$ cat config.mk
export PLATFORM = sky130hd
export DESIGN_NAME = dds_interp_waveform_generator_core_flat
export DESIGN_NICKNAME = d
export VERILOG_FILES = /design/src/hw/rtl/dds_pkg.sv /design/src/hw/rtl/dds_in_if.sv /design/src/hw/rtl/dds_out_if.sv /design/src/hw/rtl/dds_interp_waveform_generator_core.sv /design/src/flat_wrapper.sv
export SDC_FILE = /design/constraint.sdc
export NUM_CORES = 2
export LEC_CHECK = 0
export ABC_CLOCK_PERIOD_IN_PS = 26300
export BUFFER_PORTS_ARGS = -buffer_cell sky130_fd_sc_hd__buf_2
export CAP_MARGIN = 15
export CORE_MARGIN = 2
export CORE_UTILIZATION = 42
export CTS_BUF_LIST = sky130_fd_sc_hd__clkbuf_8
export DETAILED_ROUTE_END_ITERATION = 6
export PLACE_DENSITY_LB_ADDON = 0.12
export SLEW_MARGIN = 20
export SYNTH_ARGS = -nofsm -noshare
export SYNTH_HDL_FRONTEND = slang
export SYNTH_SLANG_ARGS = --single-unit
$ cat constraint.sdc
create_clock -name clk -period 26.3 [get_ports clk]
set_input_delay 3.945 -clock clk [delete_from_list [all_inputs] [get_ports clk]]
set_output_delay 3.945 -clock clk [all_outputs]
set_load 0.01 [all_outputs]
$ cat src/hw/rtl/dds_pkg.sv
// Shared types, constants and the sine table of the DDS waveform generator.
package dds_pkg;

  localparam int PHASE_W  = 32;
  localparam int CODE_W   = 12;
  localparam int GAIN_W   = 16;
  localparam int FRAC_W   = 16;
  localparam int CFG_AW   = 4;
  localparam int CFG_DW   = 32;

  localparam logic [CODE_W-1:0]   MID_CODE  = 12'd2048;
  localparam logic [CODE_W-1:0]   MAX_CODE  = 12'd4095;
  localparam logic [GAIN_W-1:0]   FULL_GAIN = 16'd32768;
  localparam logic [GAIN_W-1:0]   AMP_RESET = 16'd19859;
  localparam logic [9:0]          TRI_HALF  = 10'd512;
  localparam logic [9:0]          TRI_TOP   = 10'd1023;

  typedef enum logic [1:0] {
    SHAPE_SINE   = 2'd0,
    SHAPE_TRI    = 2'd1,
    SHAPE_SQUARE = 2'd2,
    SHAPE_SINE_X = 2'd3
  } shape_t;

  typedef enum logic [1:0] {
    REG_PHASE_STEP  = 2'd0,
    REG_WAVE_SHAPE  = 2'd1,
    REG_AMP_SCALE   = 2'd2,
    REG_START_PHASE = 2'd3
  } reg_idx_t;

  typedef enum logic [1:0] {
    ST_IDLE  = 2'd0,
    ST_INTERP = 2'd1,
    ST_SCALE = 2'd2,
    ST_OUT   = 2'd3
  } state_t;

  typedef logic [CODE_W-1:0] code_t;

  localparam code_t SIN_ROM [256] = '{
    12'd2048,12'd2098,12'd2148,12'd2199,12'd2249,12'd2299,12'd2348,12'd2398,
    12'd2447,12'd2497,12'd2545,12'd2594,12'd2642,12'd2690,12'd2738,12'd2785,
    12'd2831,12'd2878,12'd2923,12'd2968,12'd3013,12'd3057,12'd3100,12'd3143,
    12'd3185,12'd3227,12'd3267,12'd3307,12'd3347,12'd3385,12'd3423,12'd3459,
    12'd3495,12'd3531,12'd3565,12'd3598,12'd3630,12'd3662,12'd3692,12'd3722,
    12'd3750,12'd3777,12'd3804,12'd3829,12'd3853,12'd3876,12'd3898,12'd3919,
    12'd3939,12'd3958,12'd3975,12'd3992,12'd4007,12'd4021,12'd4034,12'd4045,
    12'd4056,12'd4065,12'd4073,12'd4080,12'd4085,12'd4089,12'd4093,12'd4094,
    12'd4095,12'd4094,12'd4093,12'd4089,12'd4085,12'd4080,12'd4073,12'd4065,
    12'd4056,12'd4045,12'd4034,12'd4021,12'd4007,12'd3992,12'd3975,12'd3958,
    12'd3939,12'd3919,12'd3898,12'd3876,12'd3853,12'd3829,12'd3804,12'd3777,
    12'd3750,12'd3722,12'd3692,12'd3662,12'd3630,12'd3598,12'd3565,12'd3531,
    12'd3495,12'd3459,12'd3423,12'd3385,12'd3347,12'd3307,12'd3267,12'd3227,
    12'd3185,12'd3143,12'd3100,12'd3057,12'd3013,12'd2968,12'd2923,12'd2878,
    12'd2831,12'd2785,12'd2738,12'd2690,12'd2642,12'd2594,12'd2545,12'd2497,
    12'd2447,12'd2398,12'd2348,12'd2299,12'd2249,12'd2199,12'd2148,12'd2098,
    12'd2048,12'd1998,12'd1948,12'd1897,12'd1847,12'd1797,12'd1748,12'd1698,
    12'd1649,12'd1599,12'd1551,12'd1502,12'd1454,12'd1406,12'd1358,12'd1311,
    12'd1265,12'd1218,12'd1173,12'd1128,12'd1083,12'd1039,12'd996,12'd953,
    12'd911,12'd869,12'd829,12'd789,12'd749,12'd711,12'd673,12'd637,
    12'd601,12'd565,12'd531,12'd498,12'd466,12'd434,12'd404,12'd374,
    12'd346,12'd319,12'd292,12'd267,12'd243,12'd220,12'd198,12'd177,
    12'd157,12'd138,12'd121,12'd104,12'd89,12'd75,12'd62,12'd51,
    12'd40,12'd31,12'd23,12'd16,12'd11,12'd7,12'd3,12'd2,
    12'd1,12'd2,12'd3,12'd7,12'd11,12'd16,12'd23,12'd31,
    12'd40,12'd51,12'd62,12'd75,12'd89,12'd104,12'd121,12'd138,
    12'd157,12'd177,12'd198,12'd220,12'd243,12'd267,12'd292,12'd319,
    12'd346,12'd374,12'd404,12'd434,12'd466,12'd498,12'd531,12'd565,
    12'd601,12'd637,12'd673,12'd711,12'd749,12'd789,12'd829,12'd869,
    12'd911,12'd953,12'd996,12'd1039,12'd1083,12'd1128,12'd1173,12'd1218,
    12'd1265,12'd1311,12'd1358,12'd1406,12'd1454,12'd1502,12'd1551,12'd1599,
    12'd1649,12'd1698,12'd1748,12'd1797,12'd1847,12'd1897,12'd1948,12'd1998
  };

endpackage

$ cat src/hw/rtl/dds_in_if.sv
// Tick channel: valid/ready handshake carrying the restart flag.
interface dds_in_if;
  logic valid;
  logic ready;
  logic restart;

  modport source (output valid, output restart, input ready);
  modport sink   (input valid, input restart, output ready);
endinterface

$ cat src/hw/rtl/dds_out_if.sv
// Sample channel: valid/ready handshake carrying one 12-bit DAC code.
interface dds_out_if;
  logic        valid;
  logic        ready;
  logic [11:0] sample;

  modport source (output valid, output sample, input ready);
  modport sink   (input valid, input sample, output ready);
endinterface

$ cat src/hw/rtl/dds_interp_waveform_generator_core.sv
// Top level of the DDS waveform generator: phase accumulator, sine ROM, scaler.
//
// Each tick beat produces one 12-bit sample beat. From acceptance to a valid
// sample an item passes these steps in order: the accept step registers both
// neighboring sine ROM entries and advances the accumulator, then the
// interpolation multiply (ST_INTERP), the amplitude multiply (ST_SCALE), and
// ST_OUT, which recenters, clamps and loads the output register.
// A new tick is taken only once the previous sample has been loaded; a stalled
// sink holds the last step until the output register frees. Triangle and square
// shapes follow the same path. Registers sit on an APB port at byte addresses
// 0, 4, 8 and 12 (phase_step, wave_shape, amp_scale, start_phase) and must be
// written only while idle, which the block itself does not enforce.
module dds_interp_waveform_generator_core (
  input  logic                        clk,
  input  logic                        rst_n,
  dds_in_if.sink                      in_ch,
  dds_out_if.source                   out_ch,
  input  logic                        cfg_psel,
  input  logic                        cfg_penable,
  input  logic                        cfg_pwrite,
  input  logic [dds_pkg::CFG_AW-1:0]  cfg_paddr,
  input  logic [dds_pkg::CFG_DW-1:0]  cfg_pwdata,
  output logic [dds_pkg::CFG_DW-1:0]  cfg_prdata,
  output logic                        cfg_pready
);
  import dds_pkg::*;

  // configuration registers
  logic [PHASE_W-1:0] phase_step_r;
  shape_t             wave_shape_r;
  logic [GAIN_W-1:0]  amp_scale_r;
  logic [PHASE_W-1:0] start_phase_r;

  // datapath state
  logic [PHASE_W-1:0] accum_r;
  logic [PHASE_W-1:0] phase_r;
  code_t              v0_r;
  code_t              v1_r;
  logic               interp_neg_r;
  code_t              interp_q_r;
  logic               scale_neg_r;
  logic [12:0]        scale_q_r;
  code_t              sample_r;
  logic               out_valid_r;
  state_t             state_r;
  state_t             state_nxt;

  logic               cfg_wr;
  reg_idx_t           cfg_idx;
  logic               accept;
  logic               load_out;
  logic               in_ready;
  logic [PHASE_W-1:0] phase_sel;
  logic [7:0]         rom_idx;
  logic [7:0]         rom_idx_next;

  logic [12:0]        diff;
  code_t              diff_mag;
  logic [27:0]        interp_prod;
  logic [12:0]        raw;
  logic [9:0]         tri_pos;
  logic [9:0]         tri_lin;
  logic [13:0]        centered;
  code_t              centered_mag;
  logic [GAIN_W-1:0]  gain;
  logic [27:0]        scale_prod;
  logic [13:0]        sum;
  code_t              sample_nxt;

  // ---------------- configuration port ----------------
  assign cfg_pready = 1'b1;
  assign cfg_idx    = reg_idx_t'(cfg_paddr[3:2]);
  assign cfg_wr     = cfg_psel && cfg_penable && cfg_pwrite && cfg_pready;

  always_ff @(posedge clk) begin
    if (!rst_n) begin
      phase_step_r  <= '0;
      wave_shape_r  <= SHAPE_SINE;
      amp_scale_r   <= AMP_RESET;
      start_phase_r <= '0;
    end else if (cfg_wr) begin
      unique case (cfg_idx)
        REG_PHASE_STEP:  phase_step_r  <= cfg_pwdata;
        REG_WAVE_SHAPE:  wave_shape_r  <= shape_t'(cfg_pwdata[1:0]);
        REG_AMP_SCALE:   amp_scale_r   <= cfg_pwdata[GAIN_W-1:0];
        REG_START_PHASE: start_phase_r <= cfg_pwdata;
      endcase
    end
  end

  always_comb begin
    unique case (cfg_idx)
      REG_PHASE_STEP:  cfg_prdata = phase_step_r;
      REG_WAVE_SHAPE:  cfg_prdata = {{(CFG_DW-2){1'b0}}, wave_shape_r};
      REG_AMP_SCALE:   cfg_prdata = {{(CFG_DW-GAIN_W){1'b0}}, amp_scale_r};
      REG_START_PHASE: cfg_prdata = start_phase_r;
    endcase
  end

  // ---------------- control ----------------
  always_comb begin
    state_nxt = state_r;
    unique case (state_r)
      ST_IDLE:   if (in_ch.valid) state_nxt = ST_INTERP;
      ST_INTERP: state_nxt = ST_SCALE;
      ST_SCALE:  state_nxt = ST_OUT;
      ST_OUT:    if (!out_valid_r || out_ch.ready) state_nxt = ST_IDLE;
    endcase
  end

  always_comb begin
    in_ready = 1'b0;
    load_out = 1'b0;
    unique case (state_r)
      ST_IDLE:   in_ready = 1'b1;
      ST_INTERP: ;
      ST_SCALE:  ;
      ST_OUT:    load_out = !out_valid_r || out_ch.ready;
    endcase
  end

  assign in_ch.ready = in_ready;
  assign accept      = in_ch.valid && in_ready;

  always_ff @(posedge clk) begin
    if (!rst_n) begin
      state_r     <= ST_IDLE;
      accum_r     <= '0;
      out_valid_r <= 1'b0;
    end else begin
      state_r <= state_nxt;
      if (accept) accum_r <= phase_sel + phase_step_r;
      if (load_out) out_valid_r <= 1'b1;
      else if (out_ch.ready) out_valid_r <= 1'b0;
    end
  end

  // ---------------- accept: phase select and ROM read ----------------
  assign phase_sel    = in_ch.restart ? start_phase_r : accum_r;
  assign rom_idx      = phase_sel[31:24];
  assign rom_idx_next = rom_idx + 8'd1;

  always_ff @(posedge clk) begin
    if (accept) begin
      phase_r <= phase_sel;
      v0_r    <= SIN_ROM[rom_idx];
      v1_r    <= SIN_ROM[rom_idx_next];
    end
  end

  // ---------------- interpolation multiply ----------------
  // sign-magnitude keeps the truncation toward zero
  assign diff        = {1'b0, v1_r} - {1'b0, v0_r};
  assign diff_mag    = diff[12] ? code_t'(13'd0 - diff) : diff[11:0];
  assign interp_prod = diff_mag * phase_r[23:8];

  always_ff @(posedge clk) begin
    if (state_r == ST_INTERP) begin
      interp_neg_r <= diff[12];
      interp_q_r   <= interp_prod[27:16];
    end
  end

  // ---------------- shape select and amplitude multiply ----------------
  assign tri_pos = phase_r[31:22];
  assign tri_lin = (tri_pos < TRI_HALF) ? tri_pos : (TRI_TOP - tri_pos);

  always_comb begin
    unique case (wave_shape_r)
      SHAPE_TRI:    raw = {tri_lin, 3'b000};
      SHAPE_SQUARE: raw = phase_r[31] ? 13'd0 : {1'b0, MAX_CODE};
      SHAPE_SINE, SHAPE_SINE_X:
        raw = interp_neg_r ? ({1'b0, v0_r} - {1'b0, interp_q_r})
                           : ({1'b0, v0_r} + {1'b0, interp_q_r});
    endcase
  end

  assign gain         = (amp_scale_r > FULL_GAIN) ? FULL_GAIN : amp_scale_r;
  assign centered     = {1'b0, raw} - {2'b00, MID_CODE};
  assign centered_mag = centered[13] ? code_t'(14'd0 - centered) : centered[11:0];
  assign scale_prod   = centered_mag * gain;

  always_ff @(posedge clk) begin
    if (state_r == ST_SCALE) begin
      scale_neg_r <= centered[13];
      scale_q_r   <= scale_prod[27:15];
    end
  end

  // ---------------- recenter, clamp, output register ----------------
  assign sum = scale_neg_r ? ({2'b00, MID_CODE} - {1'b0, scale_q_r})
                           : ({2'b00, MID_CODE} + {1'b0, scale_q_r});

  always_comb begin
    priority if (sum[13])        sample_nxt = '0;
    else if (sum > {2'b00, MAX_CODE}) sample_nxt = MAX_CODE;
    else                          sample_nxt = sum[11:0];
  end

  always_ff @(posedge clk) begin
    if (load_out) sample_r <= sample_nxt;
  end

  assign out_ch.valid  = out_valid_r;
  assign out_ch.sample = sample_r;

endmodule
$ cat src/flat_wrapper.sv
// flat-port wrapper written by rule: the top's interface ports become plain ports
module dds_interp_waveform_generator_core_flat import dds_pkg::*;
  (clk, rst_n, cfg_psel, cfg_penable, cfg_pwrite, cfg_paddr, cfg_pwdata, cfg_prdata, cfg_pready, in_ch_valid, in_ch_restart, in_ch_ready, out_ch_valid, out_ch_sample, out_ch_ready);
  dds_in_if in_ch_i ();
  dds_out_if out_ch_i ();
  input  logic clk;
  input  logic rst_n;
  input  logic cfg_psel;
  input  logic cfg_penable;
  input  logic cfg_pwrite;
  input  logic [dds_pkg::CFG_AW-1:0] cfg_paddr;
  input  logic [dds_pkg::CFG_DW-1:0] cfg_pwdata;
  output logic [dds_pkg::CFG_DW-1:0] cfg_prdata;
  output logic cfg_pready;
  input wire logic [$bits(in_ch_i.valid)-1:0] in_ch_valid;
  input wire logic [$bits(in_ch_i.restart)-1:0] in_ch_restart;
  output wire logic [$bits(in_ch_i.ready)-1:0] in_ch_ready;
  output wire logic [$bits(out_ch_i.valid)-1:0] out_ch_valid;
  output wire logic [$bits(out_ch_i.sample)-1:0] out_ch_sample;
  input wire logic [$bits(out_ch_i.ready)-1:0] out_ch_ready;
  assign in_ch_i.valid = in_ch_valid;
  assign in_ch_i.restart = in_ch_restart;
  assign in_ch_ready = in_ch_i.ready;
  assign out_ch_valid = out_ch_i.valid;
  assign out_ch_sample = out_ch_i.sample;
  assign out_ch_i.ready = out_ch_ready;
  dds_interp_waveform_generator_core u_core (.clk(clk), .rst_n(rst_n), .in_ch(in_ch_i), .out_ch(out_ch_i), .cfg_psel(cfg_psel), .cfg_penable(cfg_penable), .cfg_pwrite(cfg_pwrite), .cfg_paddr(cfg_paddr), .cfg_pwdata(cfg_pwdata), .cfg_prdata(cfg_prdata), .cfg_pready(cfg_pready));
endmodule
Word level (Yosys, flattened, before mapping)
Memories as Yosys holds them, arrays and structs flattened. A register that Yosys moved wholly into a read port is not among the register bits.
Index checks and enable logic that the tools add are counted.
{ "word_totals": {"register_bits": 188, "latch_bits": 0, "ramBits": 0, "romBits": 6144, "in_bits": 44, "word_cells": 77, "n_memories": 2} }
{ "memory_table": {"columns": ["name", "depth", "word_bits", "read_ports", "rd_ports_with_merged_regs", "wr", "line_no", "text"], "rows": [
  ["(name not given)", 256, 12, 1, 1, 0, "dds_interp_waveform_generator_core.sv:146", "v0_r <= SIN_ROM[rom_idx];"],
  ["(name not given)", 256, 12, 1, 1, 0, "dds_interp_waveform_generator_core.sv:147", "v1_r <= SIN_ROM[rom_idx_next];"]
]} }
{ "op_classes": {"add_sub_neg": 11, "n_mul": 2, "div": 0, "magnitude_cmp": 3, "n_eq_ne": 11, "shift": 0, "muxes": 18, "n_bitwise": 2, "n_reduce_logical": 15} }
{ "op_table": {"columns": ["operator", "count"], "rows": [
  ["case mux 32 bit (4 select lines)", 1],
  ["multiplier 12 x 16 -> 28 bit", 2],
  ["two-way mux 12 bit", 4],
  ["case mux 13 bit (3 select lines)", 1],
  ["adder 32 bit", 1],
  ["two-way mux 32 bit", 1],
  ["subtractor 12 x 12 -> 13 bit", 2],
  ["subtractor 1 x 12 -> 12 bit (first input constant)", 2],
  ["inverter 8 -> 9 bit", 2],
  ["> comparator 16 bit (second input constant)", 1],
  ["two-way mux 16 bit", 1],
  ["adder 12 x 13 -> 14 bit (first input constant)", 1],
  ["> comparator 14 x 12 -> 1 bit (second input constant)", 1],
  ["two-way mux 14 bit", 1],
  ["subtractor 12 x 13 -> 14 bit (first input constant)", 1],
  ["subtractor 13 x 12 -> 14 bit (second input constant)", 1],
  ["adder 12 x 12 -> 13 bit", 1],
  ["two-way mux 13 bit", 1],
  ["equality test 2 bit (second input constant)", 6],
  ["< comparator 10 bit (second input constant)", 1],
  ["two-way mux 10 bit", 1],
  ["AND reduction 2 bit", 5],
  ["subtractor 10 bit (first input constant)", 1],
  ["adder 8 x 1 -> 8 bit (second input constant)", 1],
  ["other kinds (12)", 22]
]} }

Depth between registers and ports, before layout
{ "depth": {"ltp_word": 7, "depth_mapped": 39, "ltp_nobuf": 36} }

Worst setup path before layout
Ideal clock, no wire load.
{ "synth_timing": {"path_type": "input port to output port", "from": "input cfg_paddr[2] (netlist bit)", "to": "output cfg_prdata[10] (netlist bit)", "t_arrival_ns": 4.841, "required_time_ns": 22.355, "slack_ns": 17.514, "path_stages": 4, "n_path_buf": 2, "cell_sequence": "buf_1 -> nor2_1 -> clkbuf_1 -> a22o_1"} }
{ "synth_between": {"elab_chain_len": 2, "word_cells_on_any_way": 5} }
{ "synth_lines": {"columns": ["element", "line_no", "text"], "rows": [
  ["start, declared", "flat_wrapper.sv:11", "input logic [dds_pkg::CFG_AW-1:0] cfg_paddr;"],
  ["equality test 2 bit, or another cell as far along", "dds_interp_waveform_generator_core.sv:92", "unique case (cfg_idx)"],
  ["case mux 32 bit (4 select lines) *", "dds_interp_waveform_generator_core.sv:92", null],
  ["end, declared", "flat_wrapper.sv:13", "output logic [dds_pkg::CFG_DW-1:0] cfg_prdata;"]
]} }
Every way passes the cells marked *; elsewhere a longest branch is shown, timed or not.

Final worst setup path
{ "layout_timing": {"from": "register u_core.interp_q_r[2]", "to": "register u_core.scale_q_r[12], data pin"} }
{ "layout_between": {"word_cells_on_any_way": 8} }
{ "layout_lines": {"columns": ["element", "line_no", "text"], "rows": [
  ["start, declared", "dds_interp_waveform_generator_core.sv:40", "code_t interp_q_r;"],
  ["start signal, assigned", "dds_interp_waveform_generator_core.sv:160", "interp_q_r <= interp_prod[27:16];"],
  ["adder 12 x 12 -> 13 bit / subtractor 12 x 12 -> 13 bit (equally long branches)", "dds_interp_waveform_generator_core.sv:174, dds_interp_waveform_generator_core.sv:173", null],
  ["two-way mux 13 bit *", "dds_interp_waveform_generator_core.sv:173", "raw = interp_neg_r ? ({1'b0, v0_r} - {1'b0, interp_q_r})"],
  ["case mux 13 bit (3 select lines) *", "dds_interp_waveform_generator_core.sv:169", "unique case (wave_shape_r)"],
  ["subtractor 13 x 12 -> 14 bit *", "dds_interp_waveform_generator_core.sv:179", "assign centered = {1'b0, raw} - {2'b00, MID_CODE};"],
  ["via u_core.centered[13]", "dds_interp_waveform_generator_core.sv:63", "logic [13:0] centered;"],
  ["two-way mux 12 bit *", "dds_interp_waveform_generator_core.sv:180", "assign centered_mag = centered[13] ? code_t'(14'd0 - centered) : centered[11:0];"],
  ["multiplier 12 x 16 -> 28 bit *", "dds_interp_waveform_generator_core.sv:181", "assign scale_prod = centered_mag * gain;"],
  ["via u_core.scale_prod[27]", "dds_interp_waveform_generator_core.sv:66", "logic [27:0] scale_prod;"],
  ["end signal, assigned", "dds_interp_waveform_generator_core.sv:186", "scale_q_r <= scale_prod[27:15];"],
  ["end, declared", "dds_interp_waveform_generator_core.sv:42", "logic [12:0] scale_q_r;"]
]} }
The timed path passes the listed nets; every way through them passes the cells marked *.
A chain may end at the register's enable or synchronous reset.

==> run summary <==
=====================================================================================
Net count after synthesis                                                       4,285
Root Buffer                                                              sky130_fd_sc_hd__clkbuf_8
Clock tree from TritonCTS                                                         yes
Via density per instance                                                         5.79
Startpoint Class                                                             register
Final setup violation count                                                         0
Hold-critical path depth                                                            2
Worst hold path class                                                         reg2reg
Number of buffers inserted by port buffering                                       87
Main synth FF type                                                       sky130_fd_sc_hd__dfxtp_1
Count of buffering cells on the critical path with inverters included               3
Slew headroom                                                                   0.237
GRT Overall Usage                                                               0.267
Data required, critical path                                                 26.74 ns
Instance count of the mapped netlist                                            3,741
Total number of cells along the worst setup path                                   32
Sequential share of the synthesized area                                        0.168
Highest Clock Rate                                                           98.3 MHz
Average cell area after synthesis                                          7.87 sq um
Die footprint                                                            0.0722 sq mm
Clock-pin slew of the registers on the worst-case setup and hold paths        0.06 ns
Sequential standard cell area                                            0.00495 sq mm
Highest net fanout along the worst path                                            16
Fin util                                                                        0.452
Number of cell instances on the worst register-to-register path                    32
Total gr overflow                                                                   0
Initial antenna violation count                                                     2
Post-route ant nets                                                                 0
# resized after CTS                                                                 0
Die span in y                                                             269 microns
WL final                                                                 96,000 microns
Combined area of the multi-input logic cells                             0.0222 sq mm
DR WL/cell                                                               20.6 microns
DP Cell Count                                                                   4,582
Async set-or-reset flop fraction in the synthesized netlist                         0
Initial Util                                                                    0.423
Final slew viol count                                                               0
Router iterations before antenna repair                                             6
Worst skew pair latency                                                       0.63 ns
Max stage delay on crit path                                                  0.69 ns
Worst-case clock buffer depth                                                       3
Max capacitance violation total                                                     0
Remaining design rule violation count                                               0
Number of flops mapped to enable cells by yosys                                    87
Synthesis-to-finish area growth                                                 6.91%
Number of hold violations in the final report                                       0
Pin count of the biggest net entering global routing                               79
Slowest library cell on the worst path                                   sky130_fd_sc_hd__xor2_2
Register bit total from synthesis                                                 204
Period utilization                                                              0.387
Critical path endpoint category                                              register
Filler cells                                                                    7,267
Total CTS buffers                                                                  39
Distinct cell type count after synthesis                                          101
GPL Wtd Cong                                                                    0.947
Hold_buf cts                                                                        0
Least-Margin Pin Slew                                                         1.14 ns
Total core area                                                          0.0697 sq mm
Most repeated library cell on the critical path                          sky130_fd_sc_hd__fa_1
Number of nets at the end of the flow                                           4,227
Non-filler cells in the finished layout                                         4,654
Crit path time final                                                         10.17 ns
Synth warn                                                                          0
Count of buffers added by post-CTS timing repair for setup                          0
Vias in the first global route                                                 26,300
Cell family contributing the most delay on the critical path              adder cells
First-pass GRT wire length                                               152,000 microns
Die outline width                                                         269 microns
Final HPWL from detailed placement                                       69,200 microns
Post-synthesis cell area                                                 0.0294 sq mm
H-tree lvl count                                                                    2
Share of post-route cells with drive strength above 1                          0.0867
Total negative slack for setup checks                                            0 ns
RSZ-0062 raised after global routing                                            false
Result of the run                                                        complete, no violations
DR vias                                                                        26,900
Setup clock skew after layout                                               0.0517 ns
FP Rows                                                                            97
Initial DRC count                                                               2,329
Data arrival, critical path                                                  10.61 ns
Critical path start-end classification                                        reg2reg
I/O pins                                                                           91
Sink count of the clock tree                                                      204
=====================================================================================
==> kinds of logic (layout without fill, tap and decap cells) <==
logic type,Yosys count,in the layout,share of synthesized area
and+or+nand+nor,1289,1289,0.194
AOI/OAI and AO/OA,941,941,0.207
buffers and inverters,629,600,0.0831
adders and majority gates,500,500,0.284
DFF,204,204,0.168
xor gates and xnor gates,113,113,0.0364
muxes,64,64,0.0269
other,1,3,0.000127
==> metal layers <==
metal / GRT usage / vias to the layer above / share of wire / wire length (microns)
met5: 0 / - / 0 / 0
met4: 0.0869 / 0 / 0.033 / 3150
met3: 0.0355 / 221 / 0.069 / 6610
met2: 0.425 / 1037 / 0.45 / 43500
met1: 0.376 / 13000 / 0.44 / 42700
li1: - / 12700 / - / -
==> area by class of cell <==
cell class | instances | area share
inverters | 383 | 0.0459
repair buffers | 147 | 0.0282
well taps | 940 | 0.0374
diodes | 2 | 0.000159
clock inverters | 21 | 0.00533
flip-flops and latches | 204 | 0.157
clock buffers | 49 | 0.0214
multi-input cells | 2908 | 0.704
==> stage by stage <==
| stage | area [sq um] | setup WS, ns | hold WS (ns) |
|---|---|---|---|
| after floorplan | 29400 | 17.51 | 0.429 |
| after global placement | 30600 | 16.31 | 0.437 |
| after detailed placement | 30600 | 16.22 | 0.442 |
| after CTS | 31500 | 16.19 | 0.449 |
| after global routing | 31500 | 15.73 | 0.466 |
| final | 31500 | 16.13 | 0.446 |
==> synth_stat cells, types with 47 or more instances <==
library cell	instances	area (sq um)
sky130_fd_sc_hd__edfxtp_1	87	2610
sky130_fd_sc_hd__xnor2_1	68	596
sky130_fd_sc_hd__nor2_1	285	1070
sky130_fd_sc_hd__ha_1	218	2730
sky130_fd_sc_hd__dfxtp_1	117	2340
sky130_fd_sc_hd__nor2b_1	51	319
sky130_fd_sc_hd__o21ai_0	177	886
sky130_fd_sc_hd__nor3_1	65	325
sky130_fd_sc_hd__a31oi_1	47	294
sky130_fd_sc_hd__o211ai_1	48	360
sky130_fd_sc_hd__fa_1	282	5650
sky130_fd_sc_hd__a21oi_1	310	1550
sky130_fd_sc_hd__inv_1	374	1400
sky130_fd_sc_hd__nand2b_1	51	319
sky130_fd_sc_hd__clkbuf_1	187	702
sky130_fd_sc_hd__nand2_1	622	2330
sky130_fd_sc_hd__nand3_1	74	370
==> registers in the layout, indices dropped and copies added (netlist names), 2 cells and up <==
signal,cells
u_core.accum_r,32
u_core.phase_step_r,32
u_core.start_phase_r,32
u_core.phase_r,24
u_core.amp_scale_r,16
u_core.scale_q_r,13
u_core.interp_q_r,12
u_core.out_ch.sample,12
u_core.v0_r,12
u_core.v1_r,12
u_core.state_r,2
u_core.wave_shape_r,2
==> worst paths after layout <==
check	start	endpoint	slack, ns
worst max-delay path	u_core.interp_q_r[2]$_DFFE_PN_	u_core.scale_q_r[12]$_DFFE_PP_	16.13
worst min-delay path	u_core.accum_r[10]$_SDFFE_PN0P_	u_core.accum_r[10]$_SDFFE_PN0P_	0.45
worst max register to register	u_core.interp_q_r[2]$_DFFE_PN_	u_core.scale_q_r[12]$_DFFE_PP_	16.13
worst min register to register	u_core.accum_r[10]$_SDFFE_PN0P_	u_core.accum_r[10]$_SDFFE_PN0P_	0.45
==> worst reg2reg max path, delay by kind of cell, from the launching register on <==
kind                       cells  cell delay (ns)
adders and majority gates      7             3.22
xor gates and xnor gates       2             0.84
and+or+nand+nor                9             2.90
buffers and inverters          3             0.22
DFF                            1             0.46
AOI/OAI and AO/OA             11             2.39
==> cells in the final DEF (no fill, tap or decap), types with 18 or more instances in the layout <==
master                     instances
sky130_fd_sc_hd__a22o_1           32
sky130_fd_sc_hd__fa_1            282
sky130_fd_sc_hd__and2_1           41
sky130_fd_sc_hd__o21a_1           20
sky130_fd_sc_hd__nand2_1         622
sky130_fd_sc_hd__dfxtp_1         117
sky130_fd_sc_hd__a21o_1           41
sky130_fd_sc_hd__nand2b_1         51
sky130_fd_sc_hd__o211ai_1         48
sky130_fd_sc_hd__ha_1            217
sky130_fd_sc_hd__a311oi_1         21
sky130_fd_sc_hd__o21ai_0         176
sky130_fd_sc_hd__buf_4            60
sky130_fd_sc_hd__nor2b_1          51
sky130_fd_sc_hd__inv_1           379
sky130_fd_sc_hd__buf_2            87
sky130_fd_sc_hd__xnor2_1          62
sky130_fd_sc_hd__xor2_1           34
sky130_fd_sc_hd__a21oi_1         310
sky130_fd_sc_hd__edfxtp_1         87
sky130_fd_sc_hd__a221oi_1         18
sky130_fd_sc_hd__o31ai_1          20
sky130_fd_sc_hd__nor3_1           64
sky130_fd_sc_hd__mux2_2           40
sky130_fd_sc_hd__o311ai_0         41
sky130_fd_sc_hd__a211oi_1         41
sky130_fd_sc_hd__nor2_1          282
sky130_fd_sc_hd__nand3_1          74
sky130_fd_sc_hd__a31oi_1          47
sky130_fd_sc_hd__clkbuf_8         49
Power is not shown: default switching activity piles up to over one toggle a cycle in this logic, so the estimate is an artifact.
